### config.mk
export PLATFORM = sky130hd
export DESIGN_NAME = interval_range_map_core_flat
export DESIGN_NICKNAME = d
export VERILOG_FILES = /design/src/sv/irm_pkg.sv /design/src/sv/irm_if.sv /design/src/sv/irm_bank.sv /design/src/sv/interval_range_map_core.sv /design/src/flat_wrapper.sv
export VERILOG_INCLUDE_DIRS = /design/src /design/src/sv
export SDC_FILE = /design/constraint.sdc
export NUM_CORES = 2
export LEC_CHECK = 0
export ABC_AREA = 1
export BUFFER_PORTS_ARGS = -buffer_cell sky130_fd_sc_hd__buf_2
export CORE_MARGIN = 8
export CORE_UTILIZATION = 39
export CTS_CLUSTER_DIAMETER = 120
export DETAILED_ROUTE_END_ITERATION = 7
export PLACE_DENSITY_LB_ADDON = 0.05
export SYNTH_ARGS = -nofsm -noshare
export SYNTH_HDL_FRONTEND = slang
export SYNTH_HIERARCHICAL = 1
export SYNTH_SLANG_ARGS = --single-unit
### constraint.sdc
create_clock -name clk_i -period 7.6 [get_ports clk_i]
set_clock_uncertainty 0.1 [all_clocks]
set_input_delay 0.38 -clock clk_i [delete_from_list [all_inputs] [get_ports clk_i]]
set_output_delay 0.38 -clock clk_i [all_outputs]
set_load 0.01 [all_outputs]
### src/sv/interval_range_map_core_defines.svh
// Assertion macros for the interval range map core
`ifndef INTERVAL_RANGE_MAP_CORE_DEFINES_SVH
`define INTERVAL_RANGE_MAP_CORE_DEFINES_SVH

// Same-cycle implication, ignored while reset is asserted
`define IRM_ASSERT_NOW(lbl, clk, rst_n, ante, cons, msg) \
  lbl: assert property (@(posedge clk) disable iff (!(rst_n)) (ante) |-> (cons)) \
    else $error(msg);

// Next-cycle implication, ignored while reset is asserted
`define IRM_ASSERT_NEXT(lbl, clk, rst_n, ante, cons, msg) \
  lbl: assert property (@(posedge clk) disable iff (!(rst_n)) (ante) |=> (cons)) \
    else $error(msg);

`endif

### src/sv/irm_pkg.sv
// Shared types and constants of the interval range map core
`timescale 1ns / 1ps
package irm_pkg;

  localparam int unsigned OUT_VALUE_BITS = 32;

  localparam logic ACTION_ASSIGN = 1'b0;
  localparam logic ACTION_LOOKUP = 1'b1;

  typedef enum logic [1:0] {
    STATUS_DONE  = 2'd0,
    STATUS_EMPTY = 2'd1,
    STATUS_FULL  = 2'd2
  } irm_status_e;

  typedef enum logic [3:0] {
    S_IDLE,
    S_SRD,
    S_SEV,
    S_FIT,
    S_WA,
    S_WB,
    S_CRD,
    S_CEV,
    S_FIN,
    S_DONE
  } irm_state_e;

endpackage

### src/sv/irm_if.sv
// Request, response and configuration channel interfaces
`timescale 1ns / 1ps
interface irm_req_if #(
  parameter int unsigned KEY_BITS   = 32,
  parameter int unsigned VALUE_BITS = 32
);
  logic                  valid;
  logic                  ready;
  logic                  action;
  logic [KEY_BITS-1:0]   key_first;
  logic [KEY_BITS-1:0]   key_last;
  logic [VALUE_BITS-1:0] fill_value;

  modport source (output valid, action, key_first, key_last, fill_value, input ready);
  modport sink   (input valid, action, key_first, key_last, fill_value, output ready);
endinterface

interface irm_rsp_if;
  logic                                  valid;
  logic                                  ready;
  logic [irm_pkg::OUT_VALUE_BITS-1:0]    lookup_value;
  logic [1:0]                            status;

  modport source (output valid, lookup_value, status, input ready);
  modport sink   (input valid, lookup_value, status, output ready);
endinterface

interface irm_cfg_if #(
  parameter int unsigned VALUE_BITS = 32
);
  logic                  valid;
  logic                  ready;
  logic [VALUE_BITS-1:0] default_value;

  modport source (output valid, default_value, input ready);
  modport sink   (input valid, default_value, output ready);
endinterface

### src/sv/irm_bank.sv
// One bank of boundary entries: single write port, registered read
`timescale 1ns / 1ps
module irm_bank #(
  parameter int unsigned DEPTH = 16,
  parameter int unsigned WIDTH = 64
) (
  input  logic                     clk_i,
  input  logic                     we_i,
  input  logic [$clog2(DEPTH)-1:0] waddr_i,
  input  logic [WIDTH-1:0]         wdata_i,
  input  logic [$clog2(DEPTH)-1:0] raddr_i,
  output logic [WIDTH-1:0]         rdata_o
);
  logic [WIDTH-1:0] mem [DEPTH];
  logic [WIDTH-1:0] rdata_q;

  always_ff @(posedge clk_i) begin
    if (we_i) begin
      mem[waddr_i] <= wdata_i;
    end
    rdata_q <= mem[raddr_i];
  end

  assign rdata_o = rdata_q;
endmodule

### src/sv/interval_range_map_core.sv
// Top level of the interval range map core
//
// Holds a sorted table of interval boundaries in two ping-pong banks.
// Channels: req_i takes assign (action 0) and lookup (action 1) transactions,
// rsp_o returns one result per request, cfg_i writes default_value, which
// empties the table. All use valid/ready; a transaction moves when both are
// high. cfg_i is only ready while no request is in flight.
// A request scans the current bank one entry at a time: S_SRD reads it (the
// bank read is registered) and S_SEV evaluates it. An assign then writes up
// to two new boundaries and copies the tail into the other bank, again one
// entry at a time, and flips banks. An empty interval goes straight to the
// result. One request is worked on at a time. The result sits in an output
// register, so the next request is accepted while a result waits; a stalled
// receiver only blocks the block once a second result is ready.
// Reset empties the table and sets the lowest value to zero; bank contents
// are never read before written.
`timescale 1ns / 1ps
`include "interval_range_map_core_defines.svh"
module interval_range_map_core #(
  parameter int unsigned TABLE_DEPTH = 16,
  parameter int unsigned KEY_BITS    = 32,
  parameter int unsigned VALUE_BITS  = 32
) (
  input  logic      clk_i,
  input  logic      rst_ni,
  irm_req_if.sink   req_i,
  irm_rsp_if.source rsp_o,
  irm_cfg_if.sink   cfg_i
);
  import irm_pkg::*;

  localparam int unsigned AW = (TABLE_DEPTH > 1) ? $clog2(TABLE_DEPTH) : 1;
  localparam int unsigned CW = $clog2(TABLE_DEPTH + 1);
  localparam int unsigned DW = KEY_BITS + VALUE_BITS;

  irm_state_e state_q, state_d;

  logic                  bank_q;
  logic [CW-1:0]         cnt_q;
  logic [VALUE_BITS-1:0] lowest_q;
  logic                  act_q;
  logic [KEY_BITS-1:0]   a_q, b_q;
  logic [VALUE_BITS-1:0] v_q, prev_q, endv_q;
  logic [CW-1:0]         idx_q, lo_q, nle_q, wptr_q;
  logic [CW:0]           n_q;
  logic                  need_a_q, need_b_q;
  logic [VALUE_BITS-1:0] res_val_q;
  irm_status_e           res_st_q;
  logic                  ov_q;
  logic [OUT_VALUE_BITS-1:0] ov_val_q;
  irm_status_e           ov_st_q;

  logic [DW-1:0]         rdata0, rdata1, rdata;
  logic [KEY_BITS-1:0]   rkey;
  logic [VALUE_BITS-1:0] rval;
  logic                  we;
  logic [DW-1:0]         wdata;
  logic                  need_a, need_b;
  logic [CW:0]           n_calc;
  logic                  out_load;
  logic                  last_idx;

  assign rdata    = bank_q ? rdata1 : rdata0;
  assign rkey     = rdata[DW-1:VALUE_BITS];
  assign rval     = rdata[VALUE_BITS-1:0];
  assign last_idx = (idx_q + CW'(1)) == cnt_q;
  assign need_a   = v_q != prev_q;
  assign need_b   = endv_q != v_q;
  assign n_calc   = (CW+1)'(lo_q) + (CW+1)'(need_a) + (CW+1)'(need_b)
                  + (CW+1)'(cnt_q - nle_q);
  assign out_load = (state_q == S_DONE) && (!ov_q || rsp_o.ready);

  irm_bank #(.DEPTH(TABLE_DEPTH), .WIDTH(DW)) u_bank0 (
    .clk_i   (clk_i),
    .we_i    (we && bank_q),
    .waddr_i (wptr_q[AW-1:0]),
    .wdata_i (wdata),
    .raddr_i (idx_q[AW-1:0]),
    .rdata_o (rdata0)
  );

  irm_bank #(.DEPTH(TABLE_DEPTH), .WIDTH(DW)) u_bank1 (
    .clk_i   (clk_i),
    .we_i    (we && !bank_q),
    .waddr_i (wptr_q[AW-1:0]),
    .wdata_i (wdata),
    .raddr_i (idx_q[AW-1:0]),
    .rdata_o (rdata1)
  );

  // next state
  always_comb begin
    state_d = state_q;
    unique case (state_q)
      S_IDLE: begin
        if (req_i.valid) begin
          if (req_i.action == ACTION_LOOKUP) begin
            state_d = (cnt_q != '0) ? S_SRD : S_DONE;
          end else if (req_i.key_first >= req_i.key_last) begin
            state_d = S_DONE;
          end else begin
            state_d = (cnt_q != '0) ? S_SRD : S_FIT;
          end
        end
      end
      S_SRD: state_d = S_SEV;
      S_SEV: begin
        if (last_idx) begin
          state_d = (act_q == ACTION_LOOKUP) ? S_DONE : S_FIT;
        end else begin
          state_d = S_SRD;
        end
      end
      S_FIT: state_d = (n_calc > (CW+1)'(TABLE_DEPTH)) ? S_DONE : S_WA;
      S_WA:  state_d = S_WB;
      S_WB:  state_d = (nle_q < cnt_q) ? S_CRD : S_FIN;
      S_CRD: state_d = S_CEV;
      S_CEV: state_d = last_idx ? S_FIN : S_CRD;
      S_FIN: state_d = S_DONE;
      S_DONE: begin
        if (out_load) begin
          state_d = S_IDLE;
        end
      end
      default: state_d = S_IDLE;
    endcase
  end

  // outputs of the sequencer
  always_comb begin
    req_i.ready = 1'b0;
    cfg_i.ready = 1'b0;
    we          = 1'b0;
    wdata       = rdata;
    unique case (state_q)
      S_IDLE: begin
        req_i.ready = 1'b1;
        cfg_i.ready = !req_i.valid;
      end
      S_SEV: we = (act_q == ACTION_ASSIGN) && (rkey < a_q);
      S_WA: begin
        we    = need_a_q;
        wdata = {a_q, v_q};
      end
      S_WB: begin
        we    = need_b_q;
        wdata = {b_q, endv_q};
      end
      S_CEV: we = 1'b1;
      default: ;
    endcase
  end

  always_ff @(posedge clk_i or negedge rst_ni) begin
    if (!rst_ni) begin
      state_q  <= S_IDLE;
      bank_q   <= 1'b0;
      cnt_q    <= '0;
      lowest_q <= '0;
      ov_q     <= 1'b0;
    end else begin
      state_q <= state_d;
      if (cfg_i.valid && cfg_i.ready) begin
        lowest_q <= cfg_i.default_value;
        cnt_q    <= '0;
      end
      if (state_q == S_FIN) begin
        bank_q <= !bank_q;
        cnt_q  <= n_q[CW-1:0];
      end
      if (out_load) begin
        ov_q <= 1'b1;
      end else if (rsp_o.ready) begin
        ov_q <= 1'b0;
      end
    end
  end

  // datapath
  always_ff @(posedge clk_i) begin
    unique case (state_q)
      S_IDLE: begin
        act_q    <= req_i.action;
        a_q      <= req_i.key_first;
        b_q      <= (req_i.action == ACTION_LOOKUP) ? req_i.key_first : req_i.key_last;
        v_q      <= req_i.fill_value;
        prev_q   <= lowest_q;
        endv_q   <= lowest_q;
        idx_q    <= '0;
        lo_q     <= '0;
        nle_q    <= '0;
        wptr_q   <= '0;
        res_val_q <= (req_i.action == ACTION_LOOKUP) ? lowest_q : '0;
        res_st_q <= (req_i.action == ACTION_ASSIGN && req_i.key_first >= req_i.key_last)
                    ? STATUS_EMPTY : STATUS_DONE;
      end
      S_SEV: begin
        // keys ascend, so both counts are prefix lengths
        if (rkey < a_q) begin
          prev_q <= rval;
          lo_q   <= idx_q + CW'(1);
          wptr_q <= idx_q + CW'(1);
        end
        if (rkey <= b_q) begin
          endv_q <= rval;
          nle_q  <= idx_q + CW'(1);
          if (act_q == ACTION_LOOKUP) begin
            res_val_q <= rval;
          end
        end
        idx_q <= idx_q + CW'(1);
      end
      S_FIT: begin
        need_a_q <= need_a;
        need_b_q <= need_b;
        n_q      <= n_calc;
        if (n_calc > (CW+1)'(TABLE_DEPTH)) begin
          res_st_q <= STATUS_FULL;
        end
      end
      S_WA: begin
        if (need_a_q) begin
          wptr_q <= wptr_q + CW'(1);
        end
      end
      S_WB: begin
        if (need_b_q) begin
          wptr_q <= wptr_q + CW'(1);
        end
        idx_q <= nle_q;
      end
      S_CEV: begin
        wptr_q <= wptr_q + CW'(1);
        idx_q  <= idx_q + CW'(1);
      end
      default: ;
    endcase
    if (out_load) begin
      ov_val_q <= OUT_VALUE_BITS'(res_val_q);
      ov_st_q  <= res_st_q;
    end
  end

  assign rsp_o.valid        = ov_q;
  assign rsp_o.lookup_value = ov_val_q;
  assign rsp_o.status       = ov_st_q;

  `IRM_ASSERT_NOW(a_cnt_bound, clk_i, rst_ni, 1'b1, cnt_q <= CW'(TABLE_DEPTH),
    "boundary count beyond table depth")
  `IRM_ASSERT_NEXT(a_full_keeps_bank, clk_i, rst_ni,
    (state_q == S_FIT) && (n_calc > (CW+1)'(TABLE_DEPTH)),
    (bank_q == $past(bank_q)) && (res_st_q == STATUS_FULL),
    "rejected assign changed the table")
  `IRM_ASSERT_NEXT(a_fin_flips, clk_i, rst_ni, state_q == S_FIN,
    (bank_q != $past(bank_q)) && (state_q == S_DONE),
    "bank not flipped after assign")
  `IRM_ASSERT_NOW(a_cfg_idle, clk_i, rst_ni, cfg_i.valid && cfg_i.ready,
    (state_q == S_IDLE) && !req_i.valid,
    "configuration written during a request")
endmodule
### src/flat_wrapper.sv
// flat-port wrapper written by rule: the top's interface ports become plain ports
module interval_range_map_core_flat import irm_pkg::*;
#(
  parameter int unsigned TABLE_DEPTH = 16,
  parameter int unsigned KEY_BITS    = 32,
  parameter int unsigned VALUE_BITS  = 32
)
  (clk_i, rst_ni, req_i_valid, req_i_action, req_i_key_first, req_i_key_last, req_i_fill_value, req_i_ready, rsp_o_valid, rsp_o_lookup_value, rsp_o_status, rsp_o_ready, cfg_i_valid, cfg_i_default_value, cfg_i_ready);
  irm_req_if #(.KEY_BITS(KEY_BITS), .VALUE_BITS(VALUE_BITS)) req_i_i ();
  irm_rsp_if rsp_o_i ();
  irm_cfg_if #(.VALUE_BITS(VALUE_BITS)) cfg_i_i ();
  input  logic clk_i;
  input  logic rst_ni;
  input wire logic [$bits(req_i_i.valid)-1:0] req_i_valid;
  input wire logic [$bits(req_i_i.action)-1:0] req_i_action;
  input wire logic [$bits(req_i_i.key_first)-1:0] req_i_key_first;
  input wire logic [$bits(req_i_i.key_last)-1:0] req_i_key_last;
  input wire logic [$bits(req_i_i.fill_value)-1:0] req_i_fill_value;
  output wire logic [$bits(req_i_i.ready)-1:0] req_i_ready;
  output wire logic [$bits(rsp_o_i.valid)-1:0] rsp_o_valid;
  output wire logic [$bits(rsp_o_i.lookup_value)-1:0] rsp_o_lookup_value;
  output wire logic [$bits(rsp_o_i.status)-1:0] rsp_o_status;
  input wire logic [$bits(rsp_o_i.ready)-1:0] rsp_o_ready;
  input wire logic [$bits(cfg_i_i.valid)-1:0] cfg_i_valid;
  input wire logic [$bits(cfg_i_i.default_value)-1:0] cfg_i_default_value;
  output wire logic [$bits(cfg_i_i.ready)-1:0] cfg_i_ready;
  assign req_i_i.valid = req_i_valid;
  assign req_i_i.action = req_i_action;
  assign req_i_i.key_first = req_i_key_first;
  assign req_i_i.key_last = req_i_key_last;
  assign req_i_i.fill_value = req_i_fill_value;
  assign req_i_ready = req_i_i.ready;
  assign rsp_o_valid = rsp_o_i.valid;
  assign rsp_o_lookup_value = rsp_o_i.lookup_value;
  assign rsp_o_status = rsp_o_i.status;
  assign rsp_o_i.ready = rsp_o_ready;
  assign cfg_i_i.valid = cfg_i_valid;
  assign cfg_i_i.default_value = cfg_i_default_value;
  assign cfg_i_ready = cfg_i_i.ready;
  interval_range_map_core #(.TABLE_DEPTH(TABLE_DEPTH), .KEY_BITS(KEY_BITS), .VALUE_BITS(VALUE_BITS)) u_core (.clk_i(clk_i), .rst_ni(rst_ni), .req_i(req_i_i), .rsp_o(rsp_o_i), .cfg_i(cfg_i_i));
endmodule
==> summary.md <==
| Metric | Value |
|---|---|
| Run status | `completed` |
| Rel. slew slack | `0.137` |
| Hold_buf cts | `133` |
| Post-synthesis sequential area ratio | `0.680` |
| Leakage | `51.7 nW` |
| Drt drc | `0` |
| Post-DP HPWL | `195000 um` |
| Largest family of logic cells by synthesized area | `simple AND/OR/NAND/NOR gates` |
| #FFs+latches synth | `2474` |
| Initial antenna violation count | `24` |
| Final net count | `10700` |
| Largest net degree at the start of global routing | `282` |
| Final Core Density | `0.447` |
| Starting density of the core | `0.392` |
| Final GP Congestion | `0.821` |
| Yosys top cell by area | `edfxtp_1` |
| Area grow syn2layout | `14.0%` |
| Post-synth EDFFs | `2303` |
| Syn avg cell area | `10.5 sq um` |
| Final hold vios | `0` |
| Total die area | `292000 sq um` |
| # fillers | `25600` |
| DIE WIDTH | `540 um` |
| Simple-gate share of the synthesized area | `0.195` |
| Clock latency on the worst-skew pair | `900 ps` |
| Drt total wl | `346000 um` |
| Core Region | `273000 sq um` |
| R2R Path Start | `u_core/bank_q` |
| CTS buffer count | `288` |
| GRT Overall Usage | `0.230` |
| Max-slew violations | `0` |
| TNS Setup | `0 ps` |
| CP startpoint | `u_core/bank_q` |
| CP max stage cell | `nor2_4` |
| Crit share post-route | `0.741` |
| Critical Path Max Stage Delay | `920 ps` |
| Pwr Density | `434 nW/um^2` |
| PnR worst setup slack | `1960 ps` |
| CP Max Fanout | `33` |
| PortBufs | `170` |
| Top post-synthesis cells by count | `nand2_1 (3219), edfxtp_1 (2303), inv_1 (1762)` |
| Vias per std cell | `5.11` |
| Clock Tree Root | `clkbuf_16` |
| Post-CTS Resized | `0` |
| Worst path buffer plus inverter count | `2` |
| Worst-path clk slew | `60 ps` |
| First-pass GRT wire length | `497000 um` |
| Cell family with most CP delay | `simple AND/OR/NAND/NOR gates` |
| Unrepaired setup endpoints after global routing | `false` |
| XOR/XNOR share of the synthesized area | `0.00409` |
| Compound-cell area share of the yosys netlist | `0.0162` |
| Remaining global-route overflow | `0` |
| Min-Delay Path Class | `in -> reg` |
| Worst IR Drop VDD | `0.000325 V` |
| Count leader, synth | `nand2_1` |
| CTS sink count | `2474` |
| First-pass iteration count of the detailed router | `6` |
| Pin slew with the least headroom to its limit | `1290 ps` |
| Number of setup buffers added after CTS | `0` |
| Final setup vio count | `0` |
| Row cnt | `192` |
| FMAX | `177 MHz` |
| Mapped cell area | `107000 sq um` |
| Post-route ant nets | `0` |
| Die Height | `540 um` |
| Worst Path Required | `8020 ps` |
| Area contributors post-synth | `edfxtp_1 (65%), nand2_1 (11%), nand3_1 (7.5%), inv_1 (6.2%), dfxtp_1 (2.4%)` |
| Area share of the largest cell type after synthesis | `0.646` |
| Worst-path cell chain | `buf_4 -> nand2_1 -> nand2_1 -> ha_1 -> a21oi_1 -> nor2_1 -> a211oi_1 -> nand2_1 -> nand2_1 -> nand2_1 -> nand2_1 -> nand3_1 -> a21oi_1 -> nand3b_1 -> nor2_4 -> buf_4` |
| CP dominant cell by count | `nand2_1` |
| Number of DRC markers in iteration 0 | `6990` |
| Wire per inst | `24.2 um` |
| Number of global-route vias before repair | `69900` |
| Routed vias | `73000` |
| CP arrival | `6060 ps` |
| Syn. warnings | `6` |
| H-tree depth | `5` |
| Asr flop ratio synth | `0.0174` |
| Mux contribution to synthesized area | `0` |
| Mapped Cells | `10200` |
| Layout cell share with drive strength beyond 1 | `0.0812` |
| Number of distinct library cells after synthesis | `45` |
| Startpoint types | `flop` |
| Post-synth top flop | `edfxtp_1` |
| CTS tree | `done` |
| CP Capture Type | `flop` |
| Post-route minimum period | `5640 ps` |
| Worst slack at placement | `1990 ps` |
| Syn nets | `10400` |
| Clock tree buffer depth | `4` |
| Setup CP Type | `reg -> reg` |
| # IOs | `171` |
| Post-Synth Adder-Cell Area | `0.0141` |
| Hold Path Origin | `req_i_action` |
| MaxCap Viol Count | `0` |
[final timing paths]
check | end | slack (ps) | cells past startpoint
hold reg to reg | u_core/rsp_o.lookup_value[2] | 320 | 0
hold / removal | u_core/act_q | 90 | 2
setup reg to reg | u_core/u_bank1/mem[8][38] | 1960 | 16
setup / recovery | u_core/u_bank1/mem[8][38] | 1960 | 16
max in group asynchronous | u_core/bank_q | 5930 | 4
min in group asynchronous | u_core/lowest_q[30] | 580 | 4
[through the flow]
stage	power (W)	std cells	instance area, sq um	hold slack (ps)
after floorplan	0.0313	10200	107000	-15.6
after global placement	0.0397	13600	112000	193
after detailed placement	0.0398	13600	112000	192
after CTS	0.0533	14300	122000	37.5
after global routing	0.0556	14300	122000	87.2
final	0.0529	14300	122000	87.5
[logic make-up (layout without fill, tap and decap cells)]
| logic type | Yosys count | after routing |
|---|---|---|
| simple gates | 4992 | 4992 |
| other cells | 0 | 12 |
| flops | 2474 | 2474 |
| fa+ha+maj | 117 | 117 |
| xor+xnor | 50 | 50 |
| buf+inv | 2261 | 2772 |
| compound gates | 284 | 284 |
[state kept, by name, summed over array words and instances (netlist names), 64 cells and up]
name,flops
u_core/u_bank0/mem,1024
u_core/u_bank1/mem,1024
u_core/u_bank0/rdata_o,64
u_core/u_bank1/rdata_o,64
[placed cells by master (no fill, tap or decap), drive strengths merged, types with 94 or more instances in the layout]
cell type,netlist,final
buf,411,350
dlygate4sd3,0,133
clkbuf,75,401
nor2,114,114
inv,1775,1781
o21ai,94,94
edfxtp,2303,2303
dfxtp,128,128
ha,111,111
nand2,3222,3222
clkinv,0,95
nand3,1599,1599
[power breakdown]
group	total, W	switching (W)	internal (W)
clock	0.0134	0.00567	0.00770
combinational	0.0197	0.0153	0.00438
sequential	0.0199	0.000593	0.0193
[final cells by class]
type	count	area, sq um	area share
Sequential cell	2474	72800	0.596
Multi-Input combinational cell	5443	25200	0.207
Clock buffer	401	7970	0.0653
Inverter	1775	6750	0.0553
Tap cell	3589	4490	0.0368
Timing Repair Buffer	483	3830	0.0314
Clock inverter	113	996	0.00816
Antenna cell	12	30.0	0.000246
[routing by layer]
layer	GRT usage	routed length, um	vias up
met5	0	63	-
met1	0.337	160000	36400
li1	-	-	33800
met4	0.0526	7640	10
met3	0.0462	25300	455
met2	0.353	154000	2326
No activity file was read; power rests on OpenSTA's default activity.
